### src/hw/rtl/spma_pkg.sv
// ----------------------------------------------------------------------------
// spma_pkg
// Shared codes, field widths and control types for the sparse polynomial
// merge-add block.
// ----------------------------------------------------------------------------
package spma_pkg;

  // field widths of one term and one sum
  localparam int EXP_W  = 16;
  localparam int COEF_W = 32;
  localparam int SUM_W  = COEF_W + 1;
  localparam int TERM_W = EXP_W + COEF_W;

  // stream word widths, padded to whole bytes
  localparam int S_TDATA_W = ((TERM_W + 7) / 8) * 8;
  localparam int M_TDATA_W = ((EXP_W + SUM_W + 7) / 8) * 8;
  localparam int OP_W      = 2;

  // operation codes carried on s_tuser
  localparam logic [OP_W-1:0] OP_LOAD_FIRST  = 2'd0;
  localparam logic [OP_W-1:0] OP_LOAD_SECOND = 2'd1;
  localparam logic [OP_W-1:0] OP_RUN         = 2'd2;

  // run request from the load side to the merge engine
  typedef struct packed {
    logic start;
    logic dropped;
  } run_ctrl_t;

  // merge engine status back to the load side
  typedef struct packed {
    logic busy;
  } merge_stat_t;

endpackage

### src/hw/rtl/sparse_polynomial_merge_add_core.sv
// ----------------------------------------------------------------------------
// sparse_polynomial_merge_add_core
// Loads two sparse polynomials term by term and streams out their sum.
// ----------------------------------------------------------------------------
// Load words (s_tuser = 0 or 1) and unused op codes are taken while the merge
// is idle; a load into a full list is dropped and reported on the overflow
// bit of the next run. A run word (s_tuser = 2) starts the merge, each result
// word set by one read from each term memory; the run word is registered into
// the sequencer state before the first result word enters the output register.
// A run over lists of n1 and n2 terms gives at most n1 + n2 results (one empty
// result when both are empty) and the input stays stalled until the final
// result is in the output register. Back pressure on m_tready stalls the
// merge. The term memories need no clearing after reset.
module sparse_polynomial_merge_add_core #(
  parameter int TERM_DEPTH = 32
) (
  input  logic                           clk,
  input  logic                           rst,
  input  logic                           s_tvalid,
  output logic                           s_tready,
  input  logic [spma_pkg::S_TDATA_W-1:0] s_tdata,  // exponent, coefficient
  input  logic [spma_pkg::OP_W-1:0]      s_tuser,  // op
  output logic                           m_tvalid,
  input  logic                           m_tready,
  output logic [spma_pkg::M_TDATA_W-1:0] m_tdata,  // sum_exponent, sum_coefficient, zero pad
  output logic                           m_tlast,
  output logic [1:0]                     m_tuser   // term_valid, overflow
);

  localparam int CNT_W = $clog2(TERM_DEPTH + 1);
  localparam int AW    = (TERM_DEPTH > 1) ? $clog2(TERM_DEPTH) : 1;
  localparam int TW    = spma_pkg::TERM_W;

  logic [CNT_W-1:0] first_count, second_count;
  logic             dropped_flag;
  logic             accept;
  logic             we_first, we_second;
  logic             full_first, full_second;
  logic [TW-1:0]    term;

  spma_pkg::run_ctrl_t   run;
  spma_pkg::merge_stat_t stat;

  logic [AW-1:0] first_raddr, second_raddr;
  logic [TW-1:0] first_rdata, second_rdata;

  assign s_tready    = !stat.busy;
  assign accept      = s_tvalid && s_tready;
  assign term        = s_tdata[TW-1:0];
  assign full_first  = first_count >= CNT_W'(TERM_DEPTH);
  assign full_second = second_count >= CNT_W'(TERM_DEPTH);
  assign we_first    = accept && (s_tuser == spma_pkg::OP_LOAD_FIRST) && !full_first;
  assign we_second   = accept && (s_tuser == spma_pkg::OP_LOAD_SECOND) && !full_second;

  assign run.start   = accept && (s_tuser == spma_pkg::OP_RUN);
  assign run.dropped = dropped_flag;

  // list counts and drop flag, cleared by a run
  always_ff @(posedge clk) begin
    if (rst) begin
      first_count  <= '0;
      second_count <= '0;
      dropped_flag <= 1'b0;
    end else if (run.start) begin
      first_count  <= '0;
      second_count <= '0;
      dropped_flag <= 1'b0;
    end else if (accept) begin
      if (we_first) begin
        first_count <= first_count + CNT_W'(1);
      end
      if (we_second) begin
        second_count <= second_count + CNT_W'(1);
      end
      if ((s_tuser == spma_pkg::OP_LOAD_FIRST && full_first) ||
          (s_tuser == spma_pkg::OP_LOAD_SECOND && full_second)) begin
        dropped_flag <= 1'b1;
      end
    end
  end

  // term memories
  spma_ram #(.WIDTH(TW), .DEPTH(TERM_DEPTH), .AW(AW)) u_first_ram (
    .clk   (clk),
    .we    (we_first),
    .waddr (first_count[AW-1:0]),
    .wdata (term),
    .raddr (first_raddr),
    .rdata (first_rdata)
  );

  spma_ram #(.WIDTH(TW), .DEPTH(TERM_DEPTH), .AW(AW)) u_second_ram (
    .clk   (clk),
    .we    (we_second),
    .waddr (second_count[AW-1:0]),
    .wdata (term),
    .raddr (second_raddr),
    .rdata (second_rdata)
  );

  // merge engine
  spma_merge #(.TERM_DEPTH(TERM_DEPTH), .CNT_W(CNT_W), .AW(AW)) u_merge (
    .clk          (clk),
    .rst          (rst),
    .run          (run),
    .first_count  (first_count),
    .second_count (second_count),
    .stat         (stat),
    .first_raddr  (first_raddr),
    .first_rdata  (first_rdata),
    .second_raddr (second_raddr),
    .second_rdata (second_rdata),
    .m_tvalid     (m_tvalid),
    .m_tready     (m_tready),
    .m_tdata      (m_tdata),
    .m_tlast      (m_tlast),
    .m_tuser      (m_tuser)
  );

  // counts stay within the memory depth
  a_count_bound: assert property (@(posedge clk) disable iff (rst)
    (first_count <= CNT_W'(TERM_DEPTH)) && (second_count <= CNT_W'(TERM_DEPTH)))
    else $error("list count beyond depth");

  // a run leaves both lists empty and the drop flag clear
  a_run_clears: assert property (@(posedge clk) disable iff (rst)
    run.start |=> (first_count == '0) && (second_count == '0) && !dropped_flag)
    else $error("run did not clear list state");

  // no memory write while the merge is reading
  a_no_write_busy: assert property (@(posedge clk) disable iff (rst)
    stat.busy |-> !we_first && !we_second)
    else $error("term write during merge");

endmodule

### src/hw/rtl/spma_ram.sv
// ----------------------------------------------------------------------------
// spma_ram
// Generic simple dual-port RAM: one write port, one read port with the read
// data registered.
// ----------------------------------------------------------------------------
module spma_ram #(
  parameter int WIDTH = 48,
  parameter int DEPTH = 32,
  parameter int AW    = (DEPTH > 1) ? $clog2(DEPTH) : 1
) (
  input  logic             clk,
  input  logic             we,
  input  logic [AW-1:0]    waddr,
  input  logic [WIDTH-1:0] wdata,
  input  logic [AW-1:0]    raddr,
  output logic [WIDTH-1:0] rdata
);

  logic [WIDTH-1:0] mem [DEPTH];

  // write port and registered read
  always_ff @(posedge clk) begin
    if (we) begin
      mem[waddr] <= wdata;
    end
    rdata <= mem[raddr];
  end

endmodule

### src/hw/rtl/spma_merge.sv
// ----------------------------------------------------------------------------
// spma_merge
// Merge engine: walks both term memories with one read pointer each, compares the
// two head terms and emits one sum term per unstalled cycle into the output register.
// ----------------------------------------------------------------------------
module spma_merge #(
  parameter int TERM_DEPTH = 32,
  parameter int CNT_W      = $clog2(TERM_DEPTH + 1),
  parameter int AW         = (TERM_DEPTH > 1) ? $clog2(TERM_DEPTH) : 1
) (
  input  logic                       clk,
  input  logic                       rst,
  input  spma_pkg::run_ctrl_t        run,
  input  logic [CNT_W-1:0]           first_count,
  input  logic [CNT_W-1:0]           second_count,
  output spma_pkg::merge_stat_t      stat,
  output logic [AW-1:0]              first_raddr,
  input  logic [spma_pkg::TERM_W-1:0] first_rdata,
  output logic [AW-1:0]              second_raddr,
  input  logic [spma_pkg::TERM_W-1:0] second_rdata,
  output logic                       m_tvalid,
  input  logic                       m_tready,
  output logic [spma_pkg::M_TDATA_W-1:0] m_tdata,  // sum_exponent, sum_coefficient, zero pad
  output logic                       m_tlast,
  output logic [1:0]                 m_tuser   // term_valid, overflow
);

  localparam int EXP_W  = spma_pkg::EXP_W;
  localparam int COEF_W = spma_pkg::COEF_W;
  localparam int SUM_W  = spma_pkg::SUM_W;
  localparam int PAD_W  = spma_pkg::M_TDATA_W - EXP_W - SUM_W;

  typedef enum logic [1:0] {
    IDLE  = 2'b01,
    MERGE = 2'b10
  } state_t;

  state_t           state, state_next;
  logic [CNT_W-1:0] ptr_a, ptr_a_next;
  logic [CNT_W-1:0] ptr_b, ptr_b_next;
  logic [CNT_W-1:0] cnt_a, cnt_b;
  logic             dropped;

  // output register
  logic             out_valid;
  logic [EXP_W-1:0] out_exp;
  logic [SUM_W-1:0] out_coef;
  logic             out_term;
  logic             out_last;
  logic             out_ovf;

  // head terms and merge decision
  logic [EXP_W-1:0]  exp_a, exp_b;
  logic [COEF_W-1:0] coef_a, coef_b;
  logic [SUM_W-1:0]  ext_a, ext_b;
  logic              has_a, has_b, adv_a, adv_b;
  logic [CNT_W-1:0]  after_a, after_b;
  logic              take, emit, is_last;
  logic [EXP_W-1:0]  emit_exp;
  logic [SUM_W-1:0]  emit_coef;
  logic              emit_term;

  assign exp_a  = first_rdata[EXP_W-1:0];
  assign coef_a = first_rdata[spma_pkg::TERM_W-1:EXP_W];
  assign exp_b  = second_rdata[EXP_W-1:0];
  assign coef_b = second_rdata[spma_pkg::TERM_W-1:EXP_W];
  assign ext_a  = {coef_a[COEF_W-1], coef_a};
  assign ext_b  = {coef_b[COEF_W-1], coef_b};
  assign has_a  = ptr_a < cnt_a;
  assign has_b  = ptr_b < cnt_b;

  // pick the larger-exponent head or add equal heads; a lone head passes, none gives an empty term
  always_comb begin
    adv_a     = 1'b0;
    adv_b     = 1'b0;
    emit_exp  = '0;
    emit_coef = '0;
    emit_term = 1'b1;
    if (has_a && has_b) begin
      if (exp_a == exp_b) begin
        adv_a     = 1'b1;
        adv_b     = 1'b1;
        emit_exp  = exp_a;
        emit_coef = ext_a + ext_b;
      end else if (exp_a > exp_b) begin
        adv_a     = 1'b1;
        emit_exp  = exp_a;
        emit_coef = ext_a;
      end else begin
        adv_b     = 1'b1;
        emit_exp  = exp_b;
        emit_coef = ext_b;
      end
    end else if (has_a) begin
      adv_a     = 1'b1;
      emit_exp  = exp_a;
      emit_coef = ext_a;
    end else if (has_b) begin
      adv_b     = 1'b1;
      emit_exp  = exp_b;
      emit_coef = ext_b;
    end else begin
      emit_term = 1'b0;
    end
  end

  assign after_a = ptr_a + CNT_W'(adv_a);
  assign after_b = ptr_b + CNT_W'(adv_b);
  assign is_last = (after_a >= cnt_a) && (after_b >= cnt_b);
  assign take    = !out_valid || m_tready;
  assign emit    = (state == MERGE) && take;

  // sequencer and read pointers
  always_comb begin
    state_next = state;
    ptr_a_next = ptr_a;
    ptr_b_next = ptr_b;
    case (state)
      IDLE: begin
        if (run.start) begin
          state_next = MERGE;
        end
      end
      MERGE: begin
        if (take) begin
          if (is_last) begin
            state_next = IDLE;
            ptr_a_next = '0;
            ptr_b_next = '0;
          end else begin
            ptr_a_next = after_a;
            ptr_b_next = after_b;
          end
        end
      end
      default: begin
        state_next = IDLE;
        ptr_a_next = '0;
        ptr_b_next = '0;
      end
    endcase
  end

  // memories read at the next pointer so data lines up with the pointer
  assign first_raddr  = ptr_a_next[AW-1:0];
  assign second_raddr = ptr_b_next[AW-1:0];

  always_ff @(posedge clk) begin
    if (rst) begin
      state     <= IDLE;
      ptr_a     <= '0;
      ptr_b     <= '0;
      out_valid <= 1'b0;
    end else begin
      state <= state_next;
      ptr_a <= ptr_a_next;
      ptr_b <= ptr_b_next;
      if (emit) begin
        out_valid <= 1'b1;
      end else if (m_tready) begin
        out_valid <= 1'b0;
      end
    end
  end

  // run snapshot and result payload
  always_ff @(posedge clk) begin
    if (state == IDLE && run.start) begin
      cnt_a   <= first_count;
      cnt_b   <= second_count;
      dropped <= run.dropped;
    end
    if (emit) begin
      out_exp  <= emit_exp;
      out_coef <= emit_coef;
      out_term <= emit_term;
      out_last <= is_last;
      out_ovf  <= dropped;
    end
  end

  assign stat.busy = (state == MERGE);
  assign m_tvalid  = out_valid;
  assign m_tdata   = {{PAD_W{1'b0}}, out_coef, out_exp};
  assign m_tlast   = out_last;
  assign m_tuser   = {out_ovf, out_term};

  // pointers never run past their list
  a_ptr_bound: assert property (@(posedge clk) disable iff (rst)
    (state == MERGE) |-> (ptr_a <= cnt_a) && (ptr_b <= cnt_b))
    else $error("merge pointer past list count");

  // a run only starts while the engine is idle
  a_start_idle: assert property (@(posedge clk) disable iff (rst)
    run.start |-> (state == IDLE))
    else $error("run request while merging");

  // the empty result is always the single, final word of a run
  a_empty_last: assert property (@(posedge clk) disable iff (rst)
    (out_valid && !out_term) |-> out_last)
    else $error("empty result not marked last");

  // pointers rewind after every run
  a_idle_rewind: assert property (@(posedge clk) disable iff (rst)
    (state == IDLE) |-> (ptr_a == '0) && (ptr_b == '0))
    else $error("pointers not rewound in idle");

endmodule

### config.mk
export PLATFORM = sky130hd
export DESIGN_NAME = sparse_polynomial_merge_add_core
export DESIGN_NICKNAME = d
export VERILOG_FILES = /design/src/hw/rtl/spma_pkg.sv /design/src/hw/rtl/sparse_polynomial_merge_add_core.sv /design/src/hw/rtl/spma_ram.sv /design/src/hw/rtl/spma_merge.sv
export SDC_FILE = /design/constraint.sdc
export NUM_CORES = 2
export LEC_CHECK = 0
export BUFFER_PORTS_ARGS = -buffer_cell sky130_fd_sc_hd__buf_2
export CAP_MARGIN = 15
export CELL_PAD_IN_SITES_DETAIL_PLACEMENT = 1
export CELL_PAD_IN_SITES_GLOBAL_PLACEMENT = 1
export CORE_MARGIN = 5
export CORE_UTILIZATION = 35
export DETAILED_ROUTE_END_ITERATION = 7
export GPL_TIMING_DRIVEN = 0
export HOLD_SLACK_MARGIN = 0.06
export PLACE_DENSITY = 0.64
export SLEW_MARGIN = 20
export SYNTH_ARGS = -nofsm -noshare
export SYNTH_HDL_FRONTEND = slang
export SYNTH_SLANG_ARGS = --single-unit
### constraint.sdc
create_clock -name clk -period 11.1 [get_ports clk]
set_input_delay 1.11 -clock clk [delete_from_list [all_inputs] [get_ports clk]]
set_output_delay 1.11 -clock clk [all_outputs]
set_load 0.01 [all_outputs]
==> impl_metrics.csv <==
group,metric,value,unit
timing,setup_viol,0,
global_route,grt_pass1_vias,87800,
placed_design,globalplace.congestion,0.895,
pwr,p_clk_share,44.3,%
floorplan,ios,115,
route,routed_wl,492000,µm
pwr,pwr-share-seq,52.8,%
setup_path,worstPathMaxFanout,10,
clocking,cts.sinks,3261,
pwr,power.switching,5.45,mW
clocking,cts-resized-gates,0,
setup_path,ff2ff_setup_slack,1070,ps
logic_synthesis,ys_warn_count,0,
placed_design,hpwlAfterDp,350000,µm
setup_path,cp_data_required_time,11630,ps
worst_hold_path,hp-class,"reg2reg",
logic_synthesis,synth-edff-count,3137,
flow_run,cap_violations,0,
timing,report.final.slew_viol_count,0,
global_route,antenna_found_initial,55,
placed_design,place_inst,14300,
timing,worst_slack,1070,ps
floorplan,fp.dieH,618,µm
status,status,"completed",
setup_path,path_class,"reg2reg",
pwr,leakage,49.8,nW
timing,skew,44.7,ps
placed_design,pre_cts_slack,1240,ps
timing,period_needed,10030,ps
floorplan,coreArea,369000,µm²
timing,tightest_slew,1300,ps
pwr,p_sw_share,21.3,%
floorplan,die_w,618,µm
logic_synthesis,synthesis.area,129000,µm²
route,antenna_left,0,
clocking,cts_hold_buffers,0,
clocking,cts_root_buffer,"clkbuf_16",
timing,rsz0062_at_grt,"false",
pwr,p_total,25.6,mW
cells_and_area,postLayoutCoreUtil,41.4,%
clocking,clockBufferDepth,4,
placed_design,numPortBuffers,107,
global_route,track_usage,24.8,%
setup_path,worstSetupStartpointType,"flip-flop",
logic_synthesis,syn_avg_cell_area,14.3,µm²
timing,fmax,0.0997,GHz
clocking,clk_pin_slew,60,ps
cells_and_area,area_growth_syn_to_layout,17.9,%
logic_synthesis,seq_area_frac_synth,74.7,%
timing,post-route-period-util,90.3,%
clocking,clkLatencyLatePin,890,ps
timing,slew_headroom,13.4,%
pwr,p_int,20.2,mW
setup_path,end_kind,"flip-flop",
clocking,cts_buffers,336,
global_route,grt_pass1_wl,681000,µm
clocking,cts_tree,"built",
route,via_count,87700,
logic_synthesis,ys_ff_latch,3261,
cells_and_area,nNetsFinal,9854,
route,firstDrtPassIters,6,
route,drc,0,
floorplan,floorplan.initialDensity,35.1,%
pwr,max-vdd-ir-drop,105,µV
logic_synthesis,synth_cell_type_count,82,
route,vias_per_cell,5.86,
pwr,power-per-cell-area,168,nW/µm²
global_route,grt_max_degree,65,
route,post_drt_wl_per_cell,32.8,µm
clocking,post_cts_buffers,0,
cells_and_area,layoutNonFillerInstCount,15000,
timing,hold_violations,0,
logic_synthesis,async_flop_share,0,%
setup_path,critical_path_arrival,10550,ps
floorplan,rows,223,
clocking,htree_levels,5,
floorplan,dieArea,382000,µm²
route,drt_iter0_drc,11500,
pwr,combPwrFrac,3.0,%
logic_synthesis,synthCells,9064,
cells_and_area,layout-drive-gt1-share,12.2,%
logic_synthesis,dominantRegCellSynth,"edfxtp_1",
global_route,grt-ovfl-total,0,
timing,tns,0,ps
cell usage in the layout (no fill, tap or decap), drive strengths merged, types with 9 or more instances in the layout:
cell type and count:
edfxtp 3137, nor3 1088, nand2 906, clkbuf 791, nor2 762, buf 589, a21oi 420, mux2i 405
o21ai 256, o311ai 189, o41ai 183, clkinv 126, dfxtp 124, nand4 112, a32oi 104, or3 101
o31ai 96, ha 84, inv 60, nor4 53, diode 47, a2111oi 47, a21o 32, bufinv 32
xnor2 21, nand3 20, xor2 20, a22oi 20, a22o 19, clkinvlp 17, nor3b 16, o21a 12
nand2b 12, a211oi 10, and2 10, o211ai 9, nor2b 9, a31oi 9
per-layer routing:
layer	part of all wire [%]	global-route usage, %	up-vias
li1	-	-	36300
met3	9.2	4.83	889
met1	41	34.1	45900
met5	0.020	0	-
met4	5.6	12.3	14
met2	44	37.8	4584
cells by family (layout without fill, tap and decap cells):
| group | after synthesis | count (layout) | share of synthesized area (%) |
|---|---|---|---|
| DFF | 3261 | 3261 | 74.7 |
| and+or+nand+nor | 3110 | 3110 | 10.9 |
| AOI/OAI and AO/OA | 1455 | 1455 | 7.80 |
| buffers and inverters | 705 | 1615 | 2.40 |
| muxes | 406 | 406 | 3.14 |
| adders and majority gates | 85 | 85 | 0.827 |
| xor gates and xnor gates | 41 | 41 | 0.277 |
| other | 1 | 54 | 0.00290 |
cell usage after synthesis, types with 12 or more instances:
cell / count / area [µm²]
nor3_1: 1087 / 5440
xor2_1: 20 / 175
buf_1: 51 / 191
a21o_1: 32 / 240
edfxtp_1: 3137 / 94200
mux2i_1: 405 / 4050
or3_1: 101 / 632
a2111oi_0: 29 / 254
o311ai_0: 167 / 1460
o311ai_1: 22 / 193
buf_2: 179 / 896
buf_4: 41 / 308
nand2_1: 905 / 3400
xnor2_1: 21 / 184
o41ai_1: 183 / 1600
a32oi_1: 104 / 911
clkbuf_1: 371 / 1390
nor4_1: 38 / 238
inv_1: 51 / 191
nor2_1: 760 / 2850
a22o_1: 19 / 166
a22oi_1: 20 / 150
o21a_1: 12 / 90.1
nor3b_1: 16 / 120
ha_1: 84 / 1050
o31ai_1: 96 / 721
o21ai_0: 249 / 1250
nand3_1: 20 / 100
nor4_2: 15 / 188
a21oi_1: 417 / 2090
nand4_1: 112 / 701
dfxtp_1: 124 / 2480
sequential cells by signal, summed over array words and instances (netlist names), 6 cells and up:
register            count
u_merge.out_exp        16
u_merge.cnt_a           6
first_count             6
u_first_ram.mem      1536
u_merge.ptr_b           6
u_second_ram.rdata     48
second_count            6
u_merge.out_coef       33
u_second_ram.mem     1536
u_first_ram.rdata      48
u_merge.ptr_a           6
u_merge.cnt_b           6
power groups by stage:
stage | sequential [mW] | combinational [mW] | clock [mW]
floorplan | 13.8 | 0.223 | 0
detailed placement | 13.8 | 0.744 | 0
CTS | 13.5 | 0.748 | 11.5
global route | 13.5 | 0.783 | 12.0
finish | 13.5 | 0.761 | 11.3
global placement | 13.8 | 0.659 | 0
worst paths after layout:
path	from	to	cells after the start
worst max-delay path	u_second_ram.rdata[13]	u_first_ram.rdata[12]	26
worst min register to register	second_count[4]	u_merge.cnt_b[4]	0
worst max register to register	u_second_ram.rdata[13]	u_first_ram.rdata[12]	26
worst min-delay path	second_count[4]	u_merge.cnt_b[4]	0
through the flow:
step	hold slack, ps	instance area (µm²)
floorplan	400	129000
global placement	410	136000
detailed placement	417	142000
CTS	430	152000
global route	436	153000
finish	429	153000
area by class of cell:
class | count | area, µm²
diodes | 47 | 118
repair buffers | 307 | 5050
clock buffers | 420 | 9030
flip-flops and latches | 3261 | 96700
inverters | 52 | 200
clock inverters | 183 | 1790
fillers | 37400 | 216000
multi-input cells | 5104 | 30600
well taps | 4950 | 6190
plain buffers | 653 | 2940
worst max-delay path: stages, from the launching register on:
cell and delay, ps:
dfxtp_1 340, inv_1 50, ha_1 300, nand4_1 150, nor2_1 180, nand2_1 100
a211oi_1 200, or3_1 430, buf_2 500, nor2_1 120, a21oi_2 630, clkbuf_1 560
ha_1 300, ha_1 210, xor2_1 220, ha_1 290, a21o_1 190, a31oi_1 300
o21ai_2 210, a21oi_1 450, a21oi_2 300, o21ai_2 850, buf_2 650, buf_2 410
a21oi_1 80, o41ai_1 890, nand4_1 690
No activity file was read; power rests on OpenSTA's default activity.
